--- src/rtl/msp_pkg.sv ---
`timescale 1ns / 1ps
`default_nettype none
// ----------------------------------------------------------------------------
// msp_pkg: shared types and constants of the stepper pulse generator
// per-motor state record, reset values, register indexes, motor update
// functions
// ----------------------------------------------------------------------------
package msp_pkg;

  // default geometry
  localparam int MOTORS_DEF     = 4;
  localparam int PACKET_LEN_DEF = 7;

  // first packet byte that carries a motor speed
  localparam int SPEED_BASE = 3;

  // reset values
  localparam logic [7:0]  RESET_PERIOD = 8'd100;
  localparam logic [15:0] RESET_RUN    = 16'd200;
  localparam logic [15:0] RESET_HEADER = 16'h4994;

  // configuration port
  localparam int CFG_IDX_W  = 8;
  localparam int CFG_DATA_W = 16;

  localparam logic [CFG_IDX_W-1:0] REG_RUN_LENGTH  = CFG_IDX_W'(0);
  localparam logic [CFG_IDX_W-1:0] REG_HEADER_WORD = CFG_IDX_W'(1);

  // state of one motor
  typedef struct packed {
    logic [7:0]  period;
    logic [7:0]  count;
    logic [15:0] steps;
    logic        dir;
    logic        level;
  } mot_state_t;

  localparam mot_state_t MOT_RESET = '{
    period: RESET_PERIOD,
    count:  8'd0,
    steps:  RESET_RUN,
    dir:    1'b0,
    level:  1'b0
  };

  // one timer tick for one motor
  function automatic mot_state_t mot_advance(mot_state_t s);
    mot_state_t r;
    r = s;
    if (s.steps != 16'd0) begin
      r.count = s.count + 8'd1;
      if (r.count == 8'd1) begin
        r.level = 1'b1;
      end
      // fall is applied after the rise
      if (r.count == {1'b0, s.period[7:1]}) begin
        r.level = 1'b0;
      end
      if (r.count == s.period) begin
        r.count = 8'd0;
        r.steps = s.steps - 16'd1;
      end
    end
    return r;
  endfunction

  // speed byte from a packet, zero leaves the motor alone
  function automatic mot_state_t mot_load(mot_state_t s, logic [7:0] raw,
                                          logic [15:0] run);
    mot_state_t r;
    r = s;
    if (raw != 8'd0) begin
      r.dir    = ~raw[7];
      r.period = raw[7] ? (8'd0 - raw) : raw;
      r.count  = 8'd0;
      r.steps  = run;
    end
    return r;
  endfunction

endpackage
`default_nettype wire

--- src/rtl/msp_if.sv ---
`timescale 1ns / 1ps
`default_nettype none
// ----------------------------------------------------------------------------
// msp interfaces: item, result and register write channels
// valid/ready channels with source and sink modports
// ----------------------------------------------------------------------------

interface msp_in_if;
  logic       valid;
  logic       ready;
  logic       func;
  logic [7:0] rx_byte;

  modport source (output valid, output func, output rx_byte, input ready);
  modport sink   (input valid, input func, input rx_byte, output ready);
endinterface

interface msp_out_if #(
  parameter int MOTORS = msp_pkg::MOTORS_DEF
);
  logic              valid;
  logic              ready;
  logic [MOTORS-1:0] step_lines;
  logic [MOTORS-1:0] dir_lines;
  logic [MOTORS-1:0] busy_lines;
  logic              packet_taken;

  modport source (output valid, output step_lines, output dir_lines,
                  output busy_lines, output packet_taken, input ready);
  modport sink   (input valid, input step_lines, input dir_lines,
                  input busy_lines, input packet_taken, output ready);
endinterface

interface msp_cfg_if;
  logic                               valid;
  logic                               ready;
  logic [msp_pkg::CFG_IDX_W-1:0]      index;
  logic [msp_pkg::CFG_DATA_W-1:0]     data;

  modport source (output valid, output index, output data, input ready);
  modport sink   (input valid, input index, input data, output ready);
endinterface
`default_nettype wire

--- src/rtl/multi_stepper_pulse_generator_unit.sv ---
`timescale 1ns / 1ps
`default_nettype none
// ----------------------------------------------------------------------------
// multi_stepper_pulse_generator_unit: step/direction generator for steppers
// timer ticks advance the motors, serial bytes build speed packets
// ----------------------------------------------------------------------------
// Usage: every transfer on in_i is either a timer tick (func 0) or one
// received serial byte (func 1), and gives exactly one result transfer on
// out_o with the step, direction and busy levels of all motors after the
// update, plus packet_taken for a byte that closed a packet whose first two
// bytes match header_word. A packet is PACKET_LEN bytes; byte 2 is ignored,
// bytes 3 and up are signed speeds for motors 0 and up. A bad header drops
// the packet and reception restarts at byte 0. The block takes one item per
// clock cycle, sustained while out_o accepts every result; out_o.ready low
// stalls the input. A result is offered on out_o once its item has passed
// the input register and its update has landed in the output register. The
// state memory is read every cycle. The rate is set by the read-modify-write
// loop on the motor state memory, which is closed by forwarding the last
// written row. Register writes on cfg_i are always taken and belong in idle
// periods only; no clearing pass is needed after reset.
// ----------------------------------------------------------------------------
module multi_stepper_pulse_generator_unit
  import msp_pkg::*;
#(
  parameter int MOTORS     = MOTORS_DEF,
  parameter int PACKET_LEN = PACKET_LEN_DEF
) (
  input  wire        clk_i,
  input  wire        rst_ni,
  msp_in_if.sink     in_i,
  msp_out_if.source  out_o,
  msp_cfg_if.sink    cfg_i
);

  localparam int IDX_W = $clog2(PACKET_LEN);

  // one memory row holds the state of every motor
  typedef mot_state_t [MOTORS-1:0] mot_row_t;

  // ---------------------------------------------------------------------
  // configuration registers
  // ---------------------------------------------------------------------
  logic [15:0] run_len_q;
  logic [15:0] hdr_word_q;

  assign cfg_i.ready = 1'b1;

  always_ff @(posedge clk_i or negedge rst_ni) begin
    if (!rst_ni) begin
      run_len_q  <= RESET_RUN;
      hdr_word_q <= RESET_HEADER;
    end else if (cfg_i.valid) begin
      unique case (cfg_i.index)
        REG_RUN_LENGTH:  run_len_q  <= cfg_i.data;
        REG_HEADER_WORD: hdr_word_q <= cfg_i.data;
        default: ;  // unknown index, write dropped
      endcase
    end
  end

  // ---------------------------------------------------------------------
  // handshake: input stage s1 feeds the output register
  // ---------------------------------------------------------------------
  logic       s1_valid_q;
  logic       s1_func_q;
  logic [7:0] s1_byte_q;
  logic       out_valid_q;
  logic       s1_adv;
  logic       s1_fire;
  logic       in_fire;

  // s1 moves on when the output register is free or being emptied
  assign s1_adv     = !out_valid_q || out_o.ready;
  assign s1_fire    = s1_valid_q && s1_adv;
  assign in_i.ready = !s1_valid_q || s1_adv;
  assign in_fire    = in_i.valid && in_i.ready;

  always_ff @(posedge clk_i or negedge rst_ni) begin
    if (!rst_ni) begin
      s1_valid_q <= 1'b0;
    end else if (in_i.ready) begin
      s1_valid_q <= in_i.valid;
    end
  end

  always_ff @(posedge clk_i) begin
    if (in_fire) begin
      s1_func_q <= in_i.func;
      s1_byte_q <= in_i.rx_byte;
    end
  end

  // ---------------------------------------------------------------------
  // motor state memory, one row, read every cycle into a register
  // ---------------------------------------------------------------------
  mot_row_t mot_mem [0:0];
  mot_row_t ram_rd_q;
  mot_row_t wb_q;       // last row written
  logic     fwd_q;      // memory read data is one write behind
  logic     row_valid_q; // row written at least once since reset
  mot_row_t reset_row;
  mot_row_t row_cur;
  mot_row_t row_new;

  always_ff @(posedge clk_i) begin
    if (s1_fire) begin
      mot_mem[0] <= row_new;
    end
    ram_rd_q <= mot_mem[0];
  end

  always_ff @(posedge clk_i) begin
    if (s1_fire) begin
      wb_q <= row_new;
    end
  end

  always_ff @(posedge clk_i or negedge rst_ni) begin
    if (!rst_ni) begin
      fwd_q       <= 1'b0;
      row_valid_q <= 1'b0;
    end else begin
      fwd_q <= s1_fire;
      if (s1_fire) begin
        row_valid_q <= 1'b1;
      end
    end
  end

  always_comb begin
    for (int i = 0; i < MOTORS; i++) begin
      reset_row[i] = MOT_RESET;
    end
  end

  // forward the write-back over the stale read; unwritten row reads as reset
  assign row_cur = fwd_q       ? wb_q :
                   row_valid_q ? ram_rd_q : reset_row;

  // ---------------------------------------------------------------------
  // packet reception
  // ---------------------------------------------------------------------
  logic [IDX_W-1:0] byte_idx_q;
  logic [IDX_W-1:0] byte_idx_d;
  logic [IDX_W-1:0] idx_eff;
  logic [7:0]       pkt_q [PACKET_LEN-1];  // all bytes but the last
  logic [7:0]       spd [MOTORS];
  logic             pkt_last;
  logic             hdr_ok;
  logic             taken_new;

  assign idx_eff  = (int'(byte_idx_q) >= PACKET_LEN) ? '0 : byte_idx_q;
  assign pkt_last = (int'(idx_eff) == PACKET_LEN - 1);
  assign hdr_ok   = ({pkt_q[0], pkt_q[1]} == hdr_word_q);

  // speed byte per motor; the last packet byte comes straight from s1,
  // a motor whose byte lies past the packet end sees zero and holds
  always_comb begin
    for (int i = 0; i < MOTORS; i++) begin
      if (SPEED_BASE + i < PACKET_LEN - 1) begin
        spd[i] = pkt_q[SPEED_BASE + i];
      end else if (SPEED_BASE + i == PACKET_LEN - 1) begin
        spd[i] = s1_byte_q;
      end else begin
        spd[i] = 8'd0;
      end
    end
  end

  always_ff @(posedge clk_i) begin
    if (s1_fire && s1_func_q && !pkt_last) begin
      for (int j = 0; j < PACKET_LEN - 1; j++) begin
        if (int'(idx_eff) == j) begin
          pkt_q[j] <= s1_byte_q;
        end
      end
    end
  end

  always_ff @(posedge clk_i or negedge rst_ni) begin
    if (!rst_ni) begin
      byte_idx_q <= '0;
    end else if (s1_fire && s1_func_q) begin
      byte_idx_q <= byte_idx_d;
    end
  end

  // ---------------------------------------------------------------------
  // update of the motor row
  // ---------------------------------------------------------------------
  always_comb begin
    row_new    = row_cur;
    taken_new  = 1'b0;
    byte_idx_d = byte_idx_q;
    if (s1_func_q) begin
      if (!pkt_last) begin
        byte_idx_d = idx_eff + IDX_W'(1);
      end else begin
        // packet complete, good or bad reception restarts
        byte_idx_d = '0;
        if (hdr_ok) begin
          taken_new = 1'b1;
          for (int i = 0; i < MOTORS; i++) begin
            row_new[i] = mot_load(row_cur[i], spd[i], run_len_q);
          end
        end
      end
    end else begin
      for (int i = 0; i < MOTORS; i++) begin
        row_new[i] = mot_advance(row_cur[i]);
      end
    end
  end

  // ---------------------------------------------------------------------
  // output register
  // ---------------------------------------------------------------------
  logic [MOTORS-1:0] step_q;
  logic [MOTORS-1:0] dir_q;
  logic [MOTORS-1:0] busy_q;
  logic              taken_q;

  always_ff @(posedge clk_i or negedge rst_ni) begin
    if (!rst_ni) begin
      out_valid_q <= 1'b0;
    end else if (s1_adv) begin
      out_valid_q <= s1_valid_q;
    end
  end

  always_ff @(posedge clk_i) begin
    if (s1_fire) begin
      for (int i = 0; i < MOTORS; i++) begin
        step_q[i] <= row_new[i].level;
        dir_q[i]  <= row_new[i].dir;
        busy_q[i] <= (row_new[i].steps != 16'd0);
      end
      taken_q <= taken_new;
    end
  end

  assign out_o.valid        = out_valid_q;
  assign out_o.step_lines   = step_q;
  assign out_o.dir_lines    = dir_q;
  assign out_o.busy_lines   = busy_q;
  assign out_o.packet_taken = taken_q;

  // ---------------------------------------------------------------------
  // assertions
  // ---------------------------------------------------------------------
`ifndef ASSERT_OFF
  a_idx_range: assert property (@(posedge clk_i) disable iff (!rst_ni)
    int'(byte_idx_q) < PACKET_LEN)
    else $error("packet byte index out of range");

  a_tick_no_take: assert property (@(posedge clk_i) disable iff (!rst_ni)
    s1_fire && !s1_func_q |=> !taken_q)
    else $error("tick reported a packet");

  a_take_restart: assert property (@(posedge clk_i) disable iff (!rst_ni)
    s1_fire && taken_new |=> byte_idx_q == '0)
    else $error("reception not restarted after packet");

  a_fwd_after_wb: assert property (@(posedge clk_i) disable iff (!rst_ni)
    s1_fire |=> fwd_q && row_valid_q && out_valid_q)
    else $error("write-back not forwarded");
`endif

endmodule
`default_nettype wire
--- src/flat_wrapper.sv ---
// flat-port wrapper written by rule: the top's interface ports become plain ports
module multi_stepper_pulse_generator_unit_flat import msp_pkg::*;
#(
  parameter int MOTORS     = MOTORS_DEF,
  parameter int PACKET_LEN = PACKET_LEN_DEF
)
  (clk_i, rst_ni, in_i_valid, in_i_func, in_i_rx_byte, in_i_ready, out_o_valid, out_o_step_lines, out_o_dir_lines, out_o_busy_lines, out_o_packet_taken, out_o_ready, cfg_i_valid, cfg_i_index, cfg_i_data, cfg_i_ready);
  msp_in_if in_i_i ();
  msp_out_if #(.MOTORS(MOTORS)) out_o_i ();
  msp_cfg_if cfg_i_i ();
  input  wire clk_i;
  input  wire rst_ni;
  input wire logic [$bits(in_i_i.valid)-1:0] in_i_valid;
  input wire logic [$bits(in_i_i.func)-1:0] in_i_func;
  input wire logic [$bits(in_i_i.rx_byte)-1:0] in_i_rx_byte;
  output wire logic [$bits(in_i_i.ready)-1:0] in_i_ready;
  output wire logic [$bits(out_o_i.valid)-1:0] out_o_valid;
  output wire logic [$bits(out_o_i.step_lines)-1:0] out_o_step_lines;
  output wire logic [$bits(out_o_i.dir_lines)-1:0] out_o_dir_lines;
  output wire logic [$bits(out_o_i.busy_lines)-1:0] out_o_busy_lines;
  output wire logic [$bits(out_o_i.packet_taken)-1:0] out_o_packet_taken;
  input wire logic [$bits(out_o_i.ready)-1:0] out_o_ready;
  input wire logic [$bits(cfg_i_i.valid)-1:0] cfg_i_valid;
  input wire logic [$bits(cfg_i_i.index)-1:0] cfg_i_index;
  input wire logic [$bits(cfg_i_i.data)-1:0] cfg_i_data;
  output wire logic [$bits(cfg_i_i.ready)-1:0] cfg_i_ready;
  assign in_i_i.valid = in_i_valid;
  assign in_i_i.func = in_i_func;
  assign in_i_i.rx_byte = in_i_rx_byte;
  assign in_i_ready = in_i_i.ready;
  assign out_o_valid = out_o_i.valid;
  assign out_o_step_lines = out_o_i.step_lines;
  assign out_o_dir_lines = out_o_i.dir_lines;
  assign out_o_busy_lines = out_o_i.busy_lines;
  assign out_o_packet_taken = out_o_i.packet_taken;
  assign out_o_i.ready = out_o_ready;
  assign cfg_i_i.valid = cfg_i_valid;
  assign cfg_i_i.index = cfg_i_index;
  assign cfg_i_i.data = cfg_i_data;
  assign cfg_i_ready = cfg_i_i.ready;
  multi_stepper_pulse_generator_unit #(.MOTORS(MOTORS), .PACKET_LEN(PACKET_LEN)) u_core (.clk_i(clk_i), .rst_ni(rst_ni), .in_i(in_i_i), .out_o(out_o_i), .cfg_i(cfg_i_i));
endmodule
--- config.mk ---
export PLATFORM = sky130hd
export DESIGN_NAME = multi_stepper_pulse_generator_unit_flat
export DESIGN_NICKNAME = d
export VERILOG_FILES = /design/src/rtl/msp_pkg.sv /design/src/rtl/msp_if.sv /design/src/rtl/multi_stepper_pulse_generator_unit.sv /design/src/flat_wrapper.sv
export SDC_FILE = /design/constraint.sdc
export NUM_CORES = 1
export LEC_CHECK = 0
export BUFFER_PORTS_ARGS = -buffer_cell sky130_fd_sc_hd__buf_2
export CAP_MARGIN = 20
export CORE_UTILIZATION = 40
export DETAILED_ROUTE_END_ITERATION = 16
export GPL_TIMING_DRIVEN = 0
export PLACE_DENSITY_LB_ADDON = 0.12
export SLEW_MARGIN = 5
export SYNTH_ARGS = -nofsm -noshare
export SYNTH_HDL_FRONTEND = slang
export SYNTH_SLANG_ARGS = --single-unit
--- constraint.sdc ---
create_clock -name clk_i -period 6 [get_ports clk_i]
set_clock_uncertainty 0.1 [all_clocks]
set_input_delay 1.2 -clock clk_i [delete_from_list [all_inputs] [get_ports clk_i]]
set_output_delay 1.2 -clock clk_i [all_outputs]
set_load 0.005 [all_outputs]
Word level (Yosys, flattened, before mapping) --
Memory sizes are Yosys's and may differ from the RTL's. A register that Yosys moved wholly into a read port is not among the register bits. Index checks and enable logic that the tools add are counted.
Operators by class: add/sub/neg operators 13, order comparisons 1, equality and inequality tests 20, mux-type cells 71, bitwise operators 4, reduce and logical (&&, ||, !) cells 32
Operators with widths (number):
- 136-bit 2-to-1 mux | 5
- 24-bit 2-to-1 mux | 8
- 33-bit 2-to-1 mux | 4
- 16-bit nonzero test | 8
- 8-bit 2-to-1 mux | 9
- 16-bit by 1-bit subtractor with 16-bit output, second input constant | 4
- 8-bit by 1-bit equality test with 1-bit output, second input constant | 5
- 8-bit OR reduction | 5
- 1-bit 2-to-1 mux | 38
- 8-bit by 1-bit adder with 8-bit output, second input constant | 4
- 8-bit by 7-bit equality test with 1-bit output | 4
- 8-bit equality test | 4
- 8-bit nonzero test | 4
- 1-bit by 8-bit subtractor with 8-bit output, first input constant | 4
- 3-bit 2-to-1 mux | 7
- 16-bit equality test | 1
- 3-bit equality test, second input constant | 4
- 8-bit zero test | 1
- 2-bit AND reduction | 4
- 3-bit by 2-bit equality test with 1-bit output, second input constant | 2
- 1-bit logical AND | 4
- 1-bit inverter | 4
- 3-bit by 1-bit adder with 3-bit output, second input constant | 1
- 3-bit greater-or-equal comparator, second input constant | 1
- other kinds (3) | 6
Storage, ports and cells: register bits 197, memory bits (writable) 184, input bits 38, output and inout port bits 16, logic and storage cells 176, memories 2
Memories:
- u_core.mot_mem | depth 1, bits a word 136, rd ports 1, clocked after memory_dff 1, wr ports 1, RTL line multi_stepper_pulse_generator_unit.sv:96 | mot_row_t mot_mem [0:0];
- u_core.pkt_q | depth 6, bits a word 8, rd ports 5, clocked after memory_dff 0, wr ports 1, RTL line multi_stepper_pulse_generator_unit.sv:146 | logic [7:0] pkt_q [PACKET_LEN-1];

Longest topological paths before layout --
depth after elaboration 13, mapped depth 24, gate-level depth less buffers 14

Worst setup path after synthesis --
OpenSTA, ideal clock, no wires.
kind input port to flip-flop, from in out_o_ready, to mem u_core.pkt_q[4][0], enable pin, setup time 0.398 ns, data arrival time 6.485 ns, data required time 5.502 ns, path slack -0.983 ns, stages on the path 4, buffers on the path 0, cell sequence nand2b_1 > and2_1 > nand2_1 > nor4b_1
Between the ends: word-level cells in the longest chain between the ends 12
Ends and longest elaborated chain:
- from (decl) | RTL line flat_wrapper.sv:22 | input wire logic [$bits(out_o_i.ready)-1:0] out_o_ready;
- 1-bit logical OR * | RTL line multi_stepper_pulse_generator_unit.sv:73 | assign s1_adv = !out_valid_q || out_o.ready;
- 1-bit logical AND * | RTL line multi_stepper_pulse_generator_unit.sv:74 | assign s1_fire = s1_valid_q && s1_adv;
- via u_core.s1_fire | RTL line multi_stepper_pulse_generator_unit.sv:69 | logic s1_fire;
- 1-bit logical AND * (2 in series) | RTL line multi_stepper_pulse_generator_unit.sv:171 | if (s1_fire && s1_func_q && !pkt_last) begin
- 1-bit 2-to-1 mux | RTL line multi_stepper_pulse_generator_unit.sv:171
- 1-bit 2-to-1 mux (implied by the code) | RTL line multi_stepper_pulse_generator_unit.sv:174 | pkt_q[j] <= s1_byte_q;
- 8-bit OR reduction (no source line)
- 3-bit 2-to-1 mux (no source line) or 1-bit 2-to-1 mux (tied branches) (5 in series)
- to (decl) | RTL line multi_stepper_pulse_generator_unit.sv:146
Mark *: on every way through the listed nets, which the timed path passes. The rest lies on a longest branch.

==> flow_summary_export.csv <==
group,metric,value,unit
status,run_status,"finished clean",
pwr,ir_drop,254,uV
pwr,p_leak,0.00837,uW
critical_path,r2r_slack,100,ps
global_route,gr-total-overflow,0,
place,global_placement_routability_congestion,0.984,
floorplan,die_h,224,um
yosys,netlist.top_cell.by_area,"sky130_fd_sc_hd__edfxtp_1",
pwr,power_density,336,nW/um^2
hold_path,worst_hold_path_type,"register to register",
critical_path,start_kind,"register",
cells_and_area,fraction_of_layout_cells_with_a_size_suffix_above_1,0.137,
yosys,ys_seq_area_frac,0.476,
routing,drt_pass1_iterations,6,
floorplan,io_pins,54,
floorplan,die_area,50300,um^2
yosys,yosysWarnings,0,
cts,clk_path_buf_depth,3,
cts,htree_levels,2,
yosys,post_synth_num_cell_types,100,
global_route,first_global_vias,16362,
yosys,netlist_top_cells_count,"sky130_fd_sc_hd__edfxtp_1, sky130_fd_sc_hd__nand2_1, sky130_fd_sc_hd__dfxtp_1, sky130_fd_sc_hd__nor2_1, sky130_fd_sc_hd__o21ai_0",
floorplan,fp.coreArea,48800,um^2
cts,root_buffer,"sky130_fd_sc_hd__clkbuf_16",
routing,via_per_inst,6.25,
yosys,synth-edff-count,190,
routing,via_count,17149,
timing,maxSlewViolCount,0,
timing,timing.max_slew.rel_slack,0.180,
timing,final-setup-viol-count,0,
routing,drt-initial-drc-count,1927,
yosys,postSynthRegisterBits,365,
timing,pin_slew_with_the_least_headroom_to_its_limit,1230,ps
critical_path,timing.setup.critical_path_class,"register to register",
timing,timing.final.crit_share,0.984,
yosys,post_synth.cell_area_avg,10.2,um^2
routing,postRouteWirelength,73800,um
yosys,netlist_instances,1948,
floorplan,starting_density,0.405,
yosys,synthDominantCellAreaShare,0.288,
timing,fmax,0.169,GHz
routing,route.detailed.wl_per_inst,26.9,um
yosys,synth-async-reset-ratio,0.107,
floorplan,row_count,81,
timing,hold-worst-slack,261,ps
cells_and_area,layout-area-overhead-vs-synth,14.1,%
critical_path,timing.critical_path.slowest_stage_cell,"sky130_fd_sc_hd__nor4_1",
global_route,pin_count_of_the_biggest_net_entering_global_routing,53,
critical_path,cp.required,6160,ps
critical_path,crit_arrival,6070,ps
timing,min_period,5900,ps
place,buffer_ports.inserted,52,
critical_path,worstPathCellList,"buf_6 > buf_6 > buf_6 > buf_6 > buf_8 > buf_6 > clkbuf_4 > a21oi_2 > inv_1 > ha_1 > inv_1 > a221oi_4 > and4_1 > o211ai_1 > or3_1 > buf_2 > o31a_1 > o31a_1 > nor4_1 > nand4_1",
critical_path,timing.critical_path.slowest_cell_delay,440,ps
critical_path,critical_path_peak_fanout,19,
cts,num_cts_buffers,44,
yosys,post_synth_main_area_contributors,"sky130_fd_sc_hd__edfxtp_1, sky130_fd_sc_hd__dfxtp_1, sky130_fd_sc_hd__dfrtp_1",
cts,clock_latency,590,ps
place,hpwlAfterDp,53300,um
cts,cts_tree,"built",
yosys,synth_most_common_cell,"sky130_fd_sc_hd__edfxtp_1",
critical_path,critPathCaptureType,"register",
routing,ant_nets,0,
cells_and_area,num_antenna_cells,0,
floorplan,die_x,224,um
global_route,antenna_found_initial,1,
critical_path,critPathMostFrequentCell,"sky130_fd_sc_hd__buf_6",
timing,finalSetupTns,0,ps
timing,grt_setup_unrepaired,"false",
yosys,syn-num-nets,2007,
routing,detail_route.drc_violations,0,
cts,clkTransAtPathRegs,70,ps
cells_and_area,layout.filler_cells,4700,
job,cap_viol_max_count,0,
yosys,netlist_area,19800,um^2
timing,hold_viol,0,
cts,cts_num_sinks,365,
global_route,grt_pass1_wl,108000,um
global_route,gr-usage-all-layers,0.292,
yosys,synth_ff_type,"sky130_fd_sc_hd__edfxtp_1",
cells_and_area,nNetsFinal,2103,
==> sequential cells by signal, summed over array words and instances (netlist names) <==
signal	flops
u_core.out_o.busy_lines	4
u_core.out_o.packet_taken	1
u_core.out_o.dir_lines	3
u_core.wb_q	116
u_core.ram_rd_q	136
u_core.out_o.step_lines	3
u_core.s1_valid_q	1
u_core.mot_mem	14
u_core.hdr_word_q	16
u_core.s1_func_q	1
u_core.byte_idx_q	3
u_core.out_o.valid	1
u_core.row_valid_q	1
u_core.fwd_q	1
u_core.run_len_q	16
u_core.pkt_q	40
u_core.s1_byte_q	8
==> through the flow <==
stage	total power [uW]	area, um^2	setup WS, ps	cells	util
2_1_floorplan	4250	19800	849	1948	-
3_3_place_gp	4810	20900	-2790	2664	0.427
3_5_place_dp	4830	21000	-2780	2669	0.429
4_1_cts	7590	22500	51.2	2744	0.461
5_1_grt	7880	22600	17.0	2743	0.462
6_report	7590	22600	97.3	2743	0.462
==> worst max-delay path: cells and delay by family, from the launching register on <==
kind | cells | cell delay, ps
AO/OA/AOI/OAI | 5 | 1330
flip-flops | 1 | 330
adder cells (fa/ha/maj) | 1 | 170
AND/OR/NAND/NOR | 4 | 1390
buffers and inverters | 10 | 2200
==> area by class of cell <==
class / instances / area [um^2] / share of cell area
Multi-Input combinational cell: 1399 / 9630 / 0.427
Timing Repair Buffer: 60 / 363 / 0.0161
Sequential cell: 365 / 9420 / 0.417
Tap cell: 664 / 831 / 0.0368
Clock inverter: 18 / 218 / 0.00965
Clock buffer: 63 / 1240 / 0.0551
Buffer: 119 / 661 / 0.0293
Inverter: 55 / 206 / 0.00915
==> placed cells by master, fill, tap and decap left out, drive strengths merged, types with 11 or more instances in the layout <==
cell	netlist	layout
edfxtp	190	190
nand2	163	163
dfxtp	136	136
clkbuf	67	128
buf	62	114
nor2	103	103
o21ai	82	82
a21oi	79	79
xnor2	78	78
a22oi	63	63
inv	54	55
o211ai	54	54
nand3	52	52
nor4	46	46
nand2b	39	39
o31ai	38	38
xor2	37	37
mux2	35	35
and2	32	32
nand3b	31	31
o22ai	31	31
nor3	31	31
nand4	30	30
dfrtp	30	30
a22o	29	29
or3	28	28
a31oi	25	25
and3	23	23
o31a	21	21
ha	21	21
and4	18	18
mux2i	14	14
a221oi	13	13
nor4b	12	12
nand4b	12	12
or3b	11	11
==> metal layers <==
layer | GRT usage | part of all wire | vias up
met5 | 0 | 0 | -
li1 | - | - | 7668
met1 | 0.395 | 0.42 | 8426
met3 | 0.0515 | 0.085 | 186
met4 | 0.142 | 0.049 | 0
met2 | 0.452 | 0.44 | 869
==> cells by family after synthesis <==
| group | after synthesis | synth area share |
|---|---|---|
| mux | 49 | 0.0270 |
| fa+ha+maj | 21 | 0.0133 |
| buf+inv | 184 | 0.0434 |
| other cells | 1 | 0.000190 |
| flops | 365 | 0.476 |
| simple gates | 667 | 0.186 |
| xor+xnor | 122 | 0.0593 |
| compound gates | 539 | 0.194 |
==> where the power goes <==
| group | internal [uW] | switching (uW) |
|---|---|---|
| clock | 1620 | 1120 |
| combinational | 612 | 1110 |
| sequential | 2950 | 182 |
| total | 5180 | 2410 |
==> worst paths after layout <==
| path | start | end | depth (start not counted) |
|---|---|---|---|
| setup / recovery | u_core.fwd_q | u_core.out_o.busy_lines[2] | 20 |
| hold / removal | u_core.wb_q[86] | u_core.ram_rd_q[86] | 0 |
| setup reg to reg | u_core.fwd_q | u_core.out_o.busy_lines[2] | 20 |
| hold reg to reg | u_core.wb_q[86] | u_core.ram_rd_q[86] | 0 |
| max in group asynchronous | rst_ni | u_core.hdr_word_q[6] | 1 |
| min in group asynchronous | rst_ni | u_core.hdr_word_q[0] | 1 |
==> repair_timing <==
action / CTS / global route
hold buffers: 0 / 0
endpoints found under the hold margin: 0 / 0
gates resized for setup: 32 / 13
setup buffers: 1 / 0
endpoints found under the setup margin: 104 / 5
pin swaps: 1 / 0
Note: power is estimated with default switching activity, not from simulation.
